$ cat config.mk
export PLATFORM = sky130hd
export DESIGN_NAME = quadrature_position_servo
export DESIGN_NICKNAME = d
export VERILOG_FILES = /design/src/rtl/qps_pkg.sv /design/src/rtl/qps_cfg_regs.sv /design/src/rtl/qps_quad_dec.sv /design/src/rtl/qps_drive_calc.sv /design/src/rtl/quadrature_position_servo.sv
export SDC_FILE = /design/constraint.sdc
export NUM_CORES = 1
export LEC_CHECK = 0
export BUFFER_PORTS_ARGS = -buffer_cell sky130_fd_sc_hd__buf_4
export CAP_MARGIN = 0
export CORE_MARGIN = 4
export CORE_UTILIZATION = 42
export CTS_BUF_LIST = sky130_fd_sc_hd__clkbuf_8
export DETAILED_ROUTE_END_ITERATION = 10
export GPL_TIMING_DRIVEN = 0
export PLACE_DENSITY_LB_ADDON = 0.2
export SKIP_LAST_GASP = 1
export SLEW_MARGIN = 20
export SYNTH_ARGS = -nofsm -noshare
export SYNTH_HDL_FRONTEND = slang
export SYNTH_SLANG_ARGS = --single-unit
$ cat constraint.sdc
create_clock -name clk_i -period 22.1 [get_ports clk_i]
set_input_delay 1.105 -clock clk_i [delete_from_list [all_inputs] [get_ports clk_i]]
set_output_delay 1.105 -clock clk_i [all_outputs]
set_load 0.02 [all_outputs]
$ cat src/rtl/qps_pkg.sv
// ----------------------------------------------------------------------------
// qps_pkg
// Types and constants shared by the quadrature position servo.
// ----------------------------------------------------------------------------
`default_nettype none

package qps_pkg;

  localparam int unsigned NumPresets = 5;

  typedef enum logic [1:0] {
    REQ_SAMPLE  = 2'd0,
    REQ_CONTROL = 2'd1,
    REQ_CLEAR   = 2'd2,
    REQ_NONE    = 2'd3
  } req_type_e;

  typedef enum logic [2:0] {
    CFG_PRE45     = 3'd0,
    CFG_PLACE45   = 3'd1,
    CFG_PRE25     = 3'd2,
    CFG_PLACE25   = 3'd3,
    CFG_BOTTOM    = 3'd4,
    CFG_GAIN      = 3'd5,
    CFG_TOLERANCE = 3'd6,
    CFG_DUTY_LIM  = 3'd7
  } cfg_idx_e;

  localparam logic [2:0] MODE_STOP = 3'd5;

  localparam logic signed [31:0] RstPre45Pos   = -32'sd5000;
  localparam logic signed [31:0] RstPlace45Pos = -32'sd3750;
  localparam logic signed [31:0] RstPre25Pos   = -32'sd4400;
  localparam logic signed [31:0] RstPlace25Pos = -32'sd5375;
  localparam logic signed [31:0] RstBottomPos  = 32'sd0;
  localparam logic [7:0]         RstGain       = 8'd5;
  localparam logic [15:0]        RstTolerance  = 16'd3;
  localparam logic [9:0]         RstDutyLimit  = 10'd400;

  typedef struct packed {
    logic [1:0] req_type;
    logic       enc_a;
    logic       enc_b;
    logic [2:0] preset;
  } req_t;

  typedef struct packed {
    logic signed [31:0] position;
    logic [9:0]         duty;
    logic               clockwise;
    logic               at_target;
    logic               glitch;
    logic [2:0]         mode;
  } res_t;

  typedef struct packed {
    logic signed [31:0] pre45_position;
    logic signed [31:0] place45_position;
    logic signed [31:0] pre25_position;
    logic signed [31:0] place25_position;
    logic signed [31:0] bottom_position;
    logic [7:0]         gain;
    logic [15:0]        tolerance;
    logic [9:0]         duty_limit;
  } cfg_t;

  typedef struct packed {
    logic glitch;
    logic count_en;
    logic count_dn;
  } quad_step_t;

  typedef struct packed {
    logic [9:0] duty;
    logic       clockwise;
    logic       settled;
  } drive_t;

endpackage

`default_nettype wire

$ cat src/rtl/qps_cfg_regs.sv
// ----------------------------------------------------------------------------
// qps_cfg_regs
// Configuration register file: preset targets, gain, dead band, duty limit.
// ----------------------------------------------------------------------------
`default_nettype none

module qps_cfg_regs (
  input  wire logic        clk_i,
  input  wire logic        rst_ni,
  input  wire logic        cfg_we_i,
  input  wire logic [2:0]  cfg_idx_i,
  input  wire logic [31:0] cfg_wdata_i,
  output qps_pkg::cfg_t    cfg_o
);
  import qps_pkg::*;

  cfg_t cfg_q;

  always_ff @(posedge clk_i or negedge rst_ni) begin
    if (!rst_ni) begin
      cfg_q.pre45_position   <= RstPre45Pos;
      cfg_q.place45_position <= RstPlace45Pos;
      cfg_q.pre25_position   <= RstPre25Pos;
      cfg_q.place25_position <= RstPlace25Pos;
      cfg_q.bottom_position  <= RstBottomPos;
      cfg_q.gain             <= RstGain;
      cfg_q.tolerance        <= RstTolerance;
      cfg_q.duty_limit       <= RstDutyLimit;
    end else if (cfg_we_i) begin
      unique case (cfg_idx_e'(cfg_idx_i))
        CFG_PRE45:     cfg_q.pre45_position   <= cfg_wdata_i;
        CFG_PLACE45:   cfg_q.place45_position <= cfg_wdata_i;
        CFG_PRE25:     cfg_q.pre25_position   <= cfg_wdata_i;
        CFG_PLACE25:   cfg_q.place25_position <= cfg_wdata_i;
        CFG_BOTTOM:    cfg_q.bottom_position  <= cfg_wdata_i;
        CFG_GAIN:      cfg_q.gain             <= cfg_wdata_i[7:0];
        CFG_TOLERANCE: cfg_q.tolerance        <= cfg_wdata_i[15:0];
        CFG_DUTY_LIM:  cfg_q.duty_limit       <= cfg_wdata_i[9:0];
        default: ;
      endcase
    end
  end

  assign cfg_o = cfg_q;

endmodule

`default_nettype wire

$ cat src/rtl/qps_quad_dec.sv
// ----------------------------------------------------------------------------
// qps_quad_dec
// Quadrature edge decode of one A/B sample against the stored levels.
// ----------------------------------------------------------------------------
`default_nettype none

module qps_quad_dec (
  input  wire logic          last_a_i,
  input  wire logic          last_b_i,
  input  wire logic          enc_a_i,
  input  wire logic          enc_b_i,
  output qps_pkg::quad_step_t step_o
);
  import qps_pkg::*;

  logic ch_a;
  logic ch_b;
  logic same;

  always_comb begin
    ch_a = enc_a_i ^ last_a_i;
    ch_b = enc_b_i ^ last_b_i;
    same = ~(enc_a_i ^ enc_b_i);
    step_o.glitch   = ch_a & ch_b;
    step_o.count_en = ch_a ^ ch_b;
    // A alone: down when equal; B alone: up when equal
    step_o.count_dn = ch_a ? same : ~same;
  end

endmodule

`default_nettype wire

$ cat src/rtl/qps_drive_calc.sv
// ----------------------------------------------------------------------------
// qps_drive_calc
// Proportional drive: error to target, dead band, gain, duty saturation.
// ----------------------------------------------------------------------------
`default_nettype none

module qps_drive_calc (
  input  wire logic [2:0]         preset_i,
  input  wire logic signed [31:0] position_i,
  input  qps_pkg::cfg_t           cfg_i,
  output qps_pkg::drive_t         drive_o
);
  import qps_pkg::*;

  logic signed [31:0] target;
  logic signed [32:0] err;
  logic [32:0]        mag;
  logic               outside;
  logic               big;
  logic [17:0]        prod;
  logic [9:0]         duty;

  always_comb begin
    unique case (preset_i)
      3'd0:    target = cfg_i.pre45_position;
      3'd1:    target = cfg_i.place45_position;
      3'd2:    target = cfg_i.pre25_position;
      3'd3:    target = cfg_i.place25_position;
      default: target = cfg_i.bottom_position;
    endcase

    err     = {target[31], target} - {position_i[31], position_i};
    mag     = err[32] ? 33'(-err) : 33'(err);
    outside = mag > {17'd0, cfg_i.tolerance};
    // magnitude of 1024 or more saturates whenever gain is nonzero
    big     = |mag[32:10];
    prod    = mag[9:0] * cfg_i.gain;

    if (cfg_i.gain == 8'd0) begin
      duty = 10'd0;
    end else if (big || (prod > {8'd0, cfg_i.duty_limit})) begin
      duty = cfg_i.duty_limit;
    end else begin
      duty = prod[9:0];
    end

    if (outside) begin
      drive_o.duty      = duty;
      drive_o.clockwise = err[32] & (cfg_i.gain != 8'd0);
      drive_o.settled   = 1'b0;
    end else begin
      drive_o.duty      = 10'd0;
      drive_o.clockwise = 1'b0;
      drive_o.settled   = 1'b1;
    end
  end

endmodule

`default_nettype wire

$ cat src/rtl/quadrature_position_servo.sv
// ----------------------------------------------------------------------------
// quadrature_position_servo
// Quadrature encoder counter with proportional position drive.
// ----------------------------------------------------------------------------
// Each request (pin sample, control step or clear) gives one result showing
// the position, drive and mode after it. A request is captured in an input
// register, then processed against the servo state once the result register
// can take it and written there, so one request per clock is sustained while
// the output is not stalled. The user writes configuration through the
// plain write port only while no request is in flight; nothing enforces it.
`default_nettype none

module quadrature_position_servo (
  input  wire logic        clk_i,
  input  wire logic        rst_ni,
  input  wire logic        cfg_we_i,
  input  wire logic [2:0]  cfg_idx_i,
  input  wire logic [31:0] cfg_wdata_i,
  input  wire logic        in_valid_i,
  output logic             in_ready_o,
  input  qps_pkg::req_t    in_req_i,
  output logic             out_valid_o,
  input  wire logic        out_ready_i,
  output qps_pkg::res_t    out_res_o
);
  import qps_pkg::*;

  cfg_t       cfg;
  quad_step_t step;
  drive_t     drive;

  logic               req_valid_q;
  req_t               req_q;
  logic               res_valid_q;
  res_t               res_q;
  res_t               res_d;
  logic               advance;
  logic               fire;

  logic               last_a_q, last_a_d;
  logic               last_b_q, last_b_d;
  logic signed [31:0] pos_q, pos_d;
  logic [9:0]         duty_q, duty_d;
  logic               cw_q, cw_d;
  logic               settled_q, settled_d;
  logic [2:0]         mode_q, mode_d;
  logic               glitch_d;

  qps_cfg_regs u_cfg (
    .clk_i,
    .rst_ni,
    .cfg_we_i,
    .cfg_idx_i,
    .cfg_wdata_i,
    .cfg_o (cfg)
  );

  qps_quad_dec u_dec (
    .last_a_i (last_a_q),
    .last_b_i (last_b_q),
    .enc_a_i  (req_q.enc_a),
    .enc_b_i  (req_q.enc_b),
    .step_o   (step)
  );

  qps_drive_calc u_drive (
    .preset_i   (req_q.preset),
    .position_i (pos_q),
    .cfg_i      (cfg),
    .drive_o    (drive)
  );

  assign advance    = !res_valid_q || out_ready_i;
  assign fire       = req_valid_q && advance;
  assign in_ready_o = !req_valid_q || advance;

  always_comb begin
    last_a_d  = last_a_q;
    last_b_d  = last_b_q;
    pos_d     = pos_q;
    duty_d    = duty_q;
    cw_d      = cw_q;
    settled_d = settled_q;
    mode_d    = mode_q;
    glitch_d  = 1'b0;
    unique case (req_type_e'(req_q.req_type))
      REQ_SAMPLE: begin
        last_a_d = req_q.enc_a;
        last_b_d = req_q.enc_b;
        glitch_d = step.glitch;
        if (step.count_en) begin
          pos_d = step.count_dn ? pos_q - 32'sd1 : pos_q + 32'sd1;
        end
      end
      REQ_CONTROL: begin
        if (req_q.preset >= MODE_STOP) begin
          mode_d    = MODE_STOP;
          duty_d    = 10'd0;
          cw_d      = 1'b0;
          settled_d = 1'b1;
        end else begin
          mode_d    = req_q.preset;
          duty_d    = drive.duty;
          cw_d      = drive.clockwise;
          settled_d = drive.settled;
        end
      end
      REQ_CLEAR: pos_d = 32'sd0;
      default: ;
    endcase

    res_d.position  = pos_d;
    res_d.duty      = duty_d;
    res_d.clockwise = cw_d;
    res_d.at_target = settled_d;
    res_d.glitch    = glitch_d;
    res_d.mode      = mode_d;
  end

  always_ff @(posedge clk_i or negedge rst_ni) begin
    if (!rst_ni) begin
      req_valid_q <= 1'b0;
      res_valid_q <= 1'b0;
      last_a_q    <= 1'b0;
      last_b_q    <= 1'b0;
      pos_q       <= 32'sd0;
      duty_q      <= 10'd0;
      cw_q        <= 1'b0;
      settled_q   <= 1'b0;
      mode_q      <= MODE_STOP;
    end else begin
      if (in_ready_o) begin
        req_valid_q <= in_valid_i;
      end
      if (advance) begin
        res_valid_q <= req_valid_q;
      end
      if (fire) begin
        last_a_q  <= last_a_d;
        last_b_q  <= last_b_d;
        pos_q     <= pos_d;
        duty_q    <= duty_d;
        cw_q      <= cw_d;
        settled_q <= settled_d;
        mode_q    <= mode_d;
      end
    end
  end

  always_ff @(posedge clk_i) begin
    if (in_ready_o && in_valid_i) begin
      req_q <= in_req_i;
    end
    if (fire) begin
      res_q <= res_d;
    end
  end

  assign out_valid_o = res_valid_q;
  assign out_res_o   = res_q;

endmodule

`default_nettype wire

# Word level (Yosys, flattened, before mapping)
# Cells that the tools add are included.
# classes
n_addsub	4
mul	1
n_lt_le_gt_ge	3
n_eq_ne	12
mux	17
n_bitwise	7
reduce_logical	22
# op_table
op	n
32-bit case mux with 4 select lines	1
32-bit two-way mux	2
32-bit case mux with 2 select lines	1
10-bit two-way mux	4
33-bit by 16-bit > comparator with 1-bit output	1
33-bit two-way mux	1
33-bit negator	1
32-bit by 32-bit subtractor with 33-bit output	1
32-bit by 2-bit adder with 32-bit output (second input constant)	1
32-bit by 2-bit subtractor with 32-bit output (second input constant)	1
23-bit OR reduction	1
18-bit by 10-bit > comparator with 1-bit output	1
10-bit by 8-bit multiplier with 18-bit output	1
2-bit AND reduction	9
3-bit by 2-bit equality test with 1-bit output (second input constant)	4
3-bit equality test (second input constant)	4
12-bit two-way mux	1
8-bit logical NOT	1
8-bit nonzero test	1
3-bit by 1-bit equality test with 1-bit output (second input constant)	2
3-bit logical NOT	2
3-bit two-way mux	2
1-bit two-way mux	5
1-bit bitwise XOR	4
9 further kinds	14
# word_totals
register_bits	300
in_bits	47
elab_cells	93

# Logic depth before layout (Yosys ltp)
# Gate-level depths: netlist (run 1).
# depth
word_depth	13
mapped_depth	40

# By module
# From an unflattened synthesis (run 1), not the netlist that was laid out.
# hier_totals
hier_cells	1961
hier_area_um2	21116.5
# modules_own_cells
module	n_inst	cells_each	area_per_inst_um2
qps_drive_calc	1	983	7821.3
qps_cfg_regs	1	419	7482.2
quadrature_position_servo	1	555	5774.3
qps_quad_dec	1	4	38.8

# Worst setup path before layout (run 1)
# Ideal clock, no wire load.
# synth_timing
path_kind	flip-flop to flip-flop
startpoint	register req_q[0] (netlist bit)
endpoint	register res_q, in the netlist out_res_o[15] (data pin)
setup_time_ns	0.260
arrival_ns	9.770
required_ns	21.840
path_slack_ns	12.070
path_stages_with_launch	36
path_buffers	4
cell_sequence	edfxtp_1 -> clkbuf_1 -> buf_1 -> mux4_2 -> mux2_2 -> ha_1 -> clkbuf_1 -> a211oi_1 -> o211ai_1 -> a221o_1 -> a22oi_1 -> o21ai_1 -> o21ai_1 -> clkbuf_1 -> o21ai_0 -> xnor2_1 -> and2_1 -> fa_1 -> fa_1 -> fa_1 -> inv_1 -> fa_1 -> inv_1 -> ha_1 -> and2_1 -> a31o_2 -> a211o_1 -> a21o_1 -> a21oi_1 -> mux2i_1 -> or4b_1 -> and4b_1 -> o211ai_2 -> nor2_8 -> mux2i_1 -> o21ai_1
# synth_via
elab_chain_len	13
# synth_rtl
item	line	text
start, declared	quadrature_position_servo.sv:33	req_t req_q;
start signal, assigned	quadrature_position_servo.sv:152	req_q <= in_req_i;
3-bit by 2-bit equality test with 1-bit output (tied with other cells)	qps_drive_calc.sv:24	unique case (preset_i)
32-bit case mux with 4 select lines	qps_drive_calc.sv:24	
32-bit by 32-bit subtractor with 33-bit output	qps_drive_calc.sv:32	err = {target[31], target} - {position_i[31], position_i};
33-bit negator	qps_drive_calc.sv:33	mag = err[32] ? 33'(-err) : 33'(err);
33-bit two-way mux	qps_drive_calc.sv:33	
10-bit by 8-bit multiplier with 18-bit output	qps_drive_calc.sv:37	prod = mag[9:0] * cfg_i.gain;
18-bit by 10-bit > comparator with 1-bit output	qps_drive_calc.sv:41	end else if (big || (prod > {8'd0, cfg_i.duty_limit})) begin
1-bit logical OR	qps_drive_calc.sv:41	
10-bit two-way mux	qps_drive_calc.sv:41	
10-bit two-way mux	qps_drive_calc.sv:39	if (cfg_i.gain == 8'd0) begin
12-bit two-way mux	qps_drive_calc.sv:47	if (outside) begin
10-bit two-way mux *	quadrature_position_servo.sv:96	if (req_q.preset >= MODE_STOP) begin
10-bit two-way mux *	quadrature_position_servo.sv:86	unique case (req_type_e'(req_q.req_type))
via duty_d[9]	quadrature_position_servo.sv:43	logic [9:0] duty_q, duty_d;
end signal, assigned	quadrature_position_servo.sv:155	res_q <= res_d;
end, declared	quadrature_position_servo.sv:35	res_t res_q;
# The timed path passes the listed nets; every way through them passes the cells marked *.
# A chain may end at the register's enable or synchronous reset.

# Worst setup path after layout (run 1)
# layout_timing
startpoint	register req_q[0] (netlist bit)
endpoint	register res_q, in the netlist out_res_o[14] (data pin)
# The elaborated chain is that of the path after synthesis.

==> reports/metrics.cfg, run 1 <==
[detailed_routing]
drcViolationCount=0
wl_per_cell_um=19.2
post_drt_via_cell_ratio=5.48
ant_nets=0
drt-total-wl_mm=53.5
first_iter_violations=836
vias=15200
drt_first_pass_iters=5

[global_routing]
grt_overflow_total=0
track_usage_pct=20.3
grt_pass1_vias=15500
grt_max_degree=106
grt_first_pass_wirelength_mm=85.9
antenna_found_initial=3

[worst_hold_path]
worst_hold_path_type=input port to asynchronous set/reset pin

[clock_network]
cts_tree=done
htreeDepth=2
clock_tree.buffer_depth=3
cts_root_buf=clkbuf_8
cts_resized=0
clkLatencyLatePin_ps=630
cts_num_sinks=300
cts_buffers=54
path_clk_slew_ps=70
cts_hold_buf=0
postCtsSetupRepairBufs=0

[setup_path]
reg2reg_slack_ps=9360
worstPathArrival_ps=13100
path_max_fanout=10
end_kind=flop
cp_slowest_stage_delay_ps=810
critPathKind=flop to flop
r2r-end=out_res_o[14]
cp-endpoint=out_res_o[14]
crit_slowest_cell=xnor2_1
critPathRequiredTime_ps=22460
r2r_start=req_q[0]
startpoint_type=flop
ff2ff_path_depth=36
startpoint=req_q[0]

[synth]
yosysTopAreaCell=dfrtp_1
synth-main-ff-cell=dfrtp_1
syn_area_per_cell_um2=10.8
syn_area_mm2=0.0207
synth_edf_count=55
yosys_warnings=0
synth_top_area_share_pct=16.7
synth-seq-area-share_pct=38.3
syn_inst=1920
synth_area_leaders=dfrtp_1 17%, dfstp_2 14%, mux2_2 12%
syn_nets=2146
async_flop_share_pct=81.7
ys_ff_latch=300
synth_cell_types=104

[final_layout]
area_growth_pct=13.4
postLayoutCellArea_mm2=0.0235
stdcell_count=2780
num-fill-cells=4544
nets=2297
drive_gt1_share_pct=29.0

[flow_run]
drv_cap=0

[die]
dieWidth_um=230
start_util_pct=42.4
core_area_mm2=0.0488
die_h_um=230
die-area_mm2=0.0529
rows=81
ios=97

[timing]
whs_ps=466
max_slew_margin_pct=23.2
slew_violations=0
fin_crit_sh_pct=57.7
worstMarginPinSlew_ps=1140
setup_viol=0
hold_violations=0
fmax_mhz=78.5
post-route-min-period_ps=12740
grt_setup_unrepaired=false
setup-tns-final_ps=0
skew_ps=18.9

[place]
dp_hpwl_mm=40.7
placedCellCount=2679
placed_cell_area_mm2=0.0223
numPortBuffers=92
place_congestion=0.902

[status]
status=finished, final reports clean

## layout by cell type, fill, tap and decap left out, types with 9 or more instances in the layout
cell type  instances
ha_1             129
dfrtp_1          138
mux2i_1           15
xor2_1            27
o21ai_1           19
o21ai_0           97
mux2_2           229
o31ai_2            9
nand2_1          166
o21a_1            21
and2_1            51
a21oi_1           72
inv_1            151
mux4_2            32
and3_1             9
xnor2_1           39
a211oi_1          11
or2_2              9
nor2b_1           39
nand3_1           23
clkbuf_8          69
a21o_1            28
fa_1              50
or3_1              9
clkbuf_1          61
edfxtp_1          55
buf_4             92
nor2_1            69
o31ai_1            9
nand4_1           11
dfstp_2          107
nor3_1            39
nand2b_1          23
## how the worst min path moves through the flow
| stage | to | depth (start not counted) | start | slack, ps |
|---|---|---|---|---|
| after floorplan | mode_q[2] | 2 | mode_q[2] | 440 |
| after global placement | mode_q[2] | 2 | mode_q[2] | 450 |
| after detailed placement | mode_q[2] | 2 | mode_q[2] | 460 |
| after CTS | u_cfg.cfg_o[58] | 1 | rst_ni | 460 |
| after global routing | u_cfg.cfg_o[57] | 1 | rst_ni | 470 |
| final | u_cfg.cfg_o[57] | 1 | rst_ni | 470 |
## logic make-up after synthesis
group | count (synthesis) | synth area share (%)
AND/OR/NAND/NOR | 494 | 12.5
AO/OA/AOI/OAI | 385 | 12.9
flip-flops | 300 | 38.3
multiplexers | 276 | 16.7
buffers and inverters | 219 | 4.07
adder cells (fa/ha/maj) | 179 | 12.6
XOR/XNOR | 67 | 2.87
## cells in the mapped netlist (19+ instances only)
cell type,number
o21ai_0,97
fa_1,50
mux4_2,32
o21ai_1,19
o21a_1,21
nand3_1,23
nor2b_1,39
edfxtp_1,55
inv_1,139
a21o_1,28
clkbuf_1,62
nor3_1,39
a21oi_1,72
and2_1,51
dfstp_2,107
ha_1,129
mux2_2,229
xnor2_1,39
xor2_1,27
dfrtp_1,138
nand2_1,166
nor2_1,69
nand2b_1,23
## state kept, by name (all words and copies together) (netlist names)
register and flops:
u_cfg.cfg_o 194, out_res_o 48, req_q 7, cw_q 1, settled_q 1, req_valid_q 1, duty_q 10, last_b_q 1
mode_q 3, pos_q 32, last_a_q 1, out_valid_o 1
## through the flow
stage	setup slack (ps)	util, %
floorplan	12070	-
global placement	9070	45.5
detailed placement	9380	45.7
CTS	9330	48.0
global route	8620	48.1
finish	9360	48.1
## worst max-delay path: cells and delay by family, from the launching register on
family | cells | cell delay [ps]
adder cells (fa/ha/maj) | 6 | 2800
buffers and inverters | 8 | 2840
multiplexers | 4 | 1620
AO/OA/AOI/OAI | 8 | 1750
AND/OR/NAND/NOR | 9 | 2280
XOR/XNOR | 1 | 810
flip-flops | 1 | 320
## layout make-up
class                      instances  area (um^2)  share of cell area, %
timing repair buffer              95          781                   3.33
inverter                         140          526                   2.24
tap                              664          831                   3.54
clock inverter                    31          214                  0.912
buffer                            79          322                   1.37
clock buffer                      69          950                   4.05
antenna                            1         2.50                 0.0107
multi-input combinational       1401        11900                   50.8
sequential                       300         7920                   33.7
## per-layer routing
layer  GRT usage [%]  vias to the layer above  routed length, um
met5               0                        -                 21
met4            5.27                        4               1090
met3            3.64                       69               2590
met2            31.6                      349              24200
met1            29.3                     7573              25600
li1                -                     7240                  -
Power of run 1 is not shown: default switching activity piles up to over one toggle a cycle in this logic, so the estimate is an artifact.
==> inputs of run 2 (changes only) <==
--- a/config.mk
+++ b/config.mk
@@ -5,6 +5,7 @@
 export SDC_FILE = /design/constraint.sdc
 export NUM_CORES = 1
 export LEC_CHECK = 0
+export ABC_AREA = 1
 export BUFFER_PORTS_ARGS = -buffer_cell sky130_fd_sc_hd__buf_4
 export CAP_MARGIN = 0
 export CORE_MARGIN = 4
==> constraint.sdc (replaced) <==
create_clock -name clk_i -period 12.6 [get_ports clk_i]
set_input_delay 0.63 -clock clk_i [delete_from_list [all_inputs] [get_ports clk_i]]
set_output_delay 0.63 -clock clk_i [all_outputs]
set_load 0.02 [all_outputs]
==> reports/metrics.cfg, run 2 <==
[synth]
synth_most_common_cell=nand2_1
syn_area_per_cell_um2=7.33  ; -32%
yosys-top-cells-count=893 x nand2_1, 377 x inv_1, 299 x o21ai_0
yosysTopAreaCell=dfrtp_1
synth_cell_types=48  ; -54%
yosys_warnings=0  ; unchanged
synth_edf_count=55  ; unchanged
synth_area_leaders=dfrtp_1 16%, nand2_1 16%, dfstp_2 13%
syn_area_mm2=0.0212  ; +2.4%
syn_inst=2891  ; +51%
ys_ff_latch=300  ; unchanged
synth_top_area_share_pct=16.3  ; -0.39 points
synth-main-ff-cell=dfrtp_1
async_flop_share_pct=81.7  ; unchanged
syn_nets=3117  ; +45%
synth-seq-area-share_pct=37.4  ; -0.89 points

[final_layout]
multi_input_area_mm2=0.0115  ; -3.9%
antenna_cells=0  ; -1
largest_reg_flops=194  ; unchanged
final_cell_mix=893 x nand2_1, 396 x inv_1, 299 x o21ai_0
nets=3273  ; +42%
num-fill-cells=5066  ; +11%
area_growth_pct=13.1
final_common_cell=nand2_1
regArea_mm2=0.00792  ; unchanged
stdcell_count=3766  ; +35%
drive_gt1_share_pct=11.6  ; -17 points

[place]
place_ws_ps=799  ; -8580 ps
place_congestion=0.937  ; +3.9%
placedCellCount=3661  ; +37%
numPortBuffers=96  ; +4.3%
dp_hpwl_mm=51.3  ; +26%

[timing]
skew_ps=53.8  ; +34.9 ps
grt_setup_unrepaired=false
fin_crit_sh_pct=93.3  ; +36 points
setup-tns-final_ps=0  ; unchanged
hold_violations=0  ; unchanged
setup_viol=0  ; unchanged
max_slew_margin_pct=38.5  ; +15 points
whs_ps=152  ; -314 ps
slew_violations=0  ; unchanged
post-route-min-period_ps=11750  ; -992 ps
worstMarginPinSlew_ps=920  ; -225 ps
fmax_mhz=85.1  ; +8.4%
setup_ws_ps=850  ; -8510 ps

[global_routing]
grt_pass1_vias=19300  ; +25%
track_usage_pct=24.6  ; +4.3 points
grt_first_pass_wirelength_mm=105  ; +22%
antenna_found_initial=2  ; -1
grt_max_degree=96  ; -9.4%
grt_overflow_total=0  ; unchanged

[clock_network]
postCtsSetupRepairBufs=0  ; unchanged
path_clk_slew_ps=60  ; about the same
cts_num_sinks=300  ; unchanged
htreeDepth=2  ; unchanged
clock_tree.buffer_depth=3  ; unchanged
cts_buffers=55  ; +1.9%
cts_tree=done
cts_root_buf=clkbuf_8
clkLatencyLatePin_ps=690  ; +60 ps

[die]
dieWidth_um=233  ; +1.1%
ios=97  ; unchanged
start_util_pct=42.4  ; +0.043 points
die_h_um=233  ; +1.1%
core_area_mm2=0.0500  ; +2.3%
die-area_mm2=0.0541  ; +2.3%
rows=82  ; +1.2%

[setup_path]
worstPathArrival_ps=12150  ; -950 ps
critPathKind=flop to flop
crit_slowest_cell=xor2_1
r2r_start=req_q[1]
critPathRequiredTime_ps=13000  ; -9460 ps
r2r-end=out_res_o[15]
startpoint_type=flop
reg2reg_slack_ps=850  ; -8510 ps
end_kind=flop
ff2ff_path_depth=56  ; +56%
crit_top_cell=nand2_1
path_max_fanout=10  ; unchanged
cp_slowest_stage_delay_ps=600  ; -210 ps

[detailed_routing]
post_drt_via_cell_ratio=5.29  ; -3.5%
vias=19900  ; +31%
drt-total-wl_mm=66.9  ; +25%
wl_per_cell_um=17.8  ; -7.7%
ant_nets=0  ; unchanged
first_iter_violations=1579  ; +89%
drcViolationCount=0  ; unchanged
drt_first_pass_iters=7  ; +2

[worst_hold_path]
min_from=in_req_i[3]
worst_hold_path_type=input port to flop
whs_path_depth=1
hold_path_end=req_q[3]

[status]
status=finished, final reports clean

[flow_run]
drv_cap=0  ; unchanged

-- run 2: layout make-up --
cell class                      instances  share of cell area (%)
Multi-Input combinational cell       2117                    47.8
Inverter                              390                    6.11
Buffer                                 84                    1.46
Sequential cell                       300                    33.0
Clock inverter                         42                    1.17
Timing Repair Buffer                   99                    3.31
Clock buffer                           62                    3.56
Tap cell                              672                    3.51
-- run 2: how the worst max path moves through the flow --
stage / startpoint / to / slack (ps) / cells past startpoint
finish: req_q[1] / out_res_o[15] / 850 / 56
global route: req_q[1] / out_res_o[15] / 150 / 56
CTS: req_q[1] / out_res_o[15] / 790 / 56
detailed placement: req_q[1] / out_res_o[15] / 800 / 56
global placement: req_q[1] / out_res_o[15] / 850 / 56
floorplan: req_q[2] / out_res_o[10] / 3930 / 55
-- run 2: routing by layer --
layer / up-vias / global-route usage, % / wire length, um
met1: 9481 / 32.9 / 29500
met3: 129 / 5.15 / 4860
met5: - / 0 / 13
met2: 617 / 40.3 / 30700
met4: 2 / 6.91 / 1850
li1: 9691 / - / -
-- run 2: kinds of logic (layout without fill, tap and decap cells) --
family / after synthesis / after routing / synth area share, %
muxes: 2 / 2 / 0.106
DFF: 300 / 300 / 37.4
and+or+nand+nor: 1365 / 1365 / 26.4
xor gates and xnor gates: 37 / 37 / 1.53
AOI/OAI and AO/OA: 534 / 534 / 13.7
buffers and inverters: 474 / 677 / 8.55
adders and majority gates: 179 / 179 / 12.3
-- run 2: through the flow --
| step | util, % | cell area (um^2) |
|---|---|---|
| after floorplan | - | 21200 |
| after global placement | 45.5 | 22700 |
| after detailed placement | 45.7 | 22800 |
| after CTS | 47.9 | 24000 |
| after global routing | 48.0 | 24000 |
| final | 48.0 | 24000 |
-- run 2: repair_timing --
action,in CTS,in global routing
gates resized for setup,0,3
hold buffers,1,0
endpoints found under the setup margin,0,13
endpoints found under the hold margin,56,0
-- run 2: critical path: cells and delay by family, from the launching register on --
kind	cells	cell delay (ps)
adder cells (fa/ha/maj)	8	3400
AND/OR/NAND/NOR	28	3730
AO/OA/AOI/OAI	7	1450
XOR/XNOR	2	720
flip-flops	1	480
buffers and inverters	11	1640
Power of run 2 is left out for the same reason.
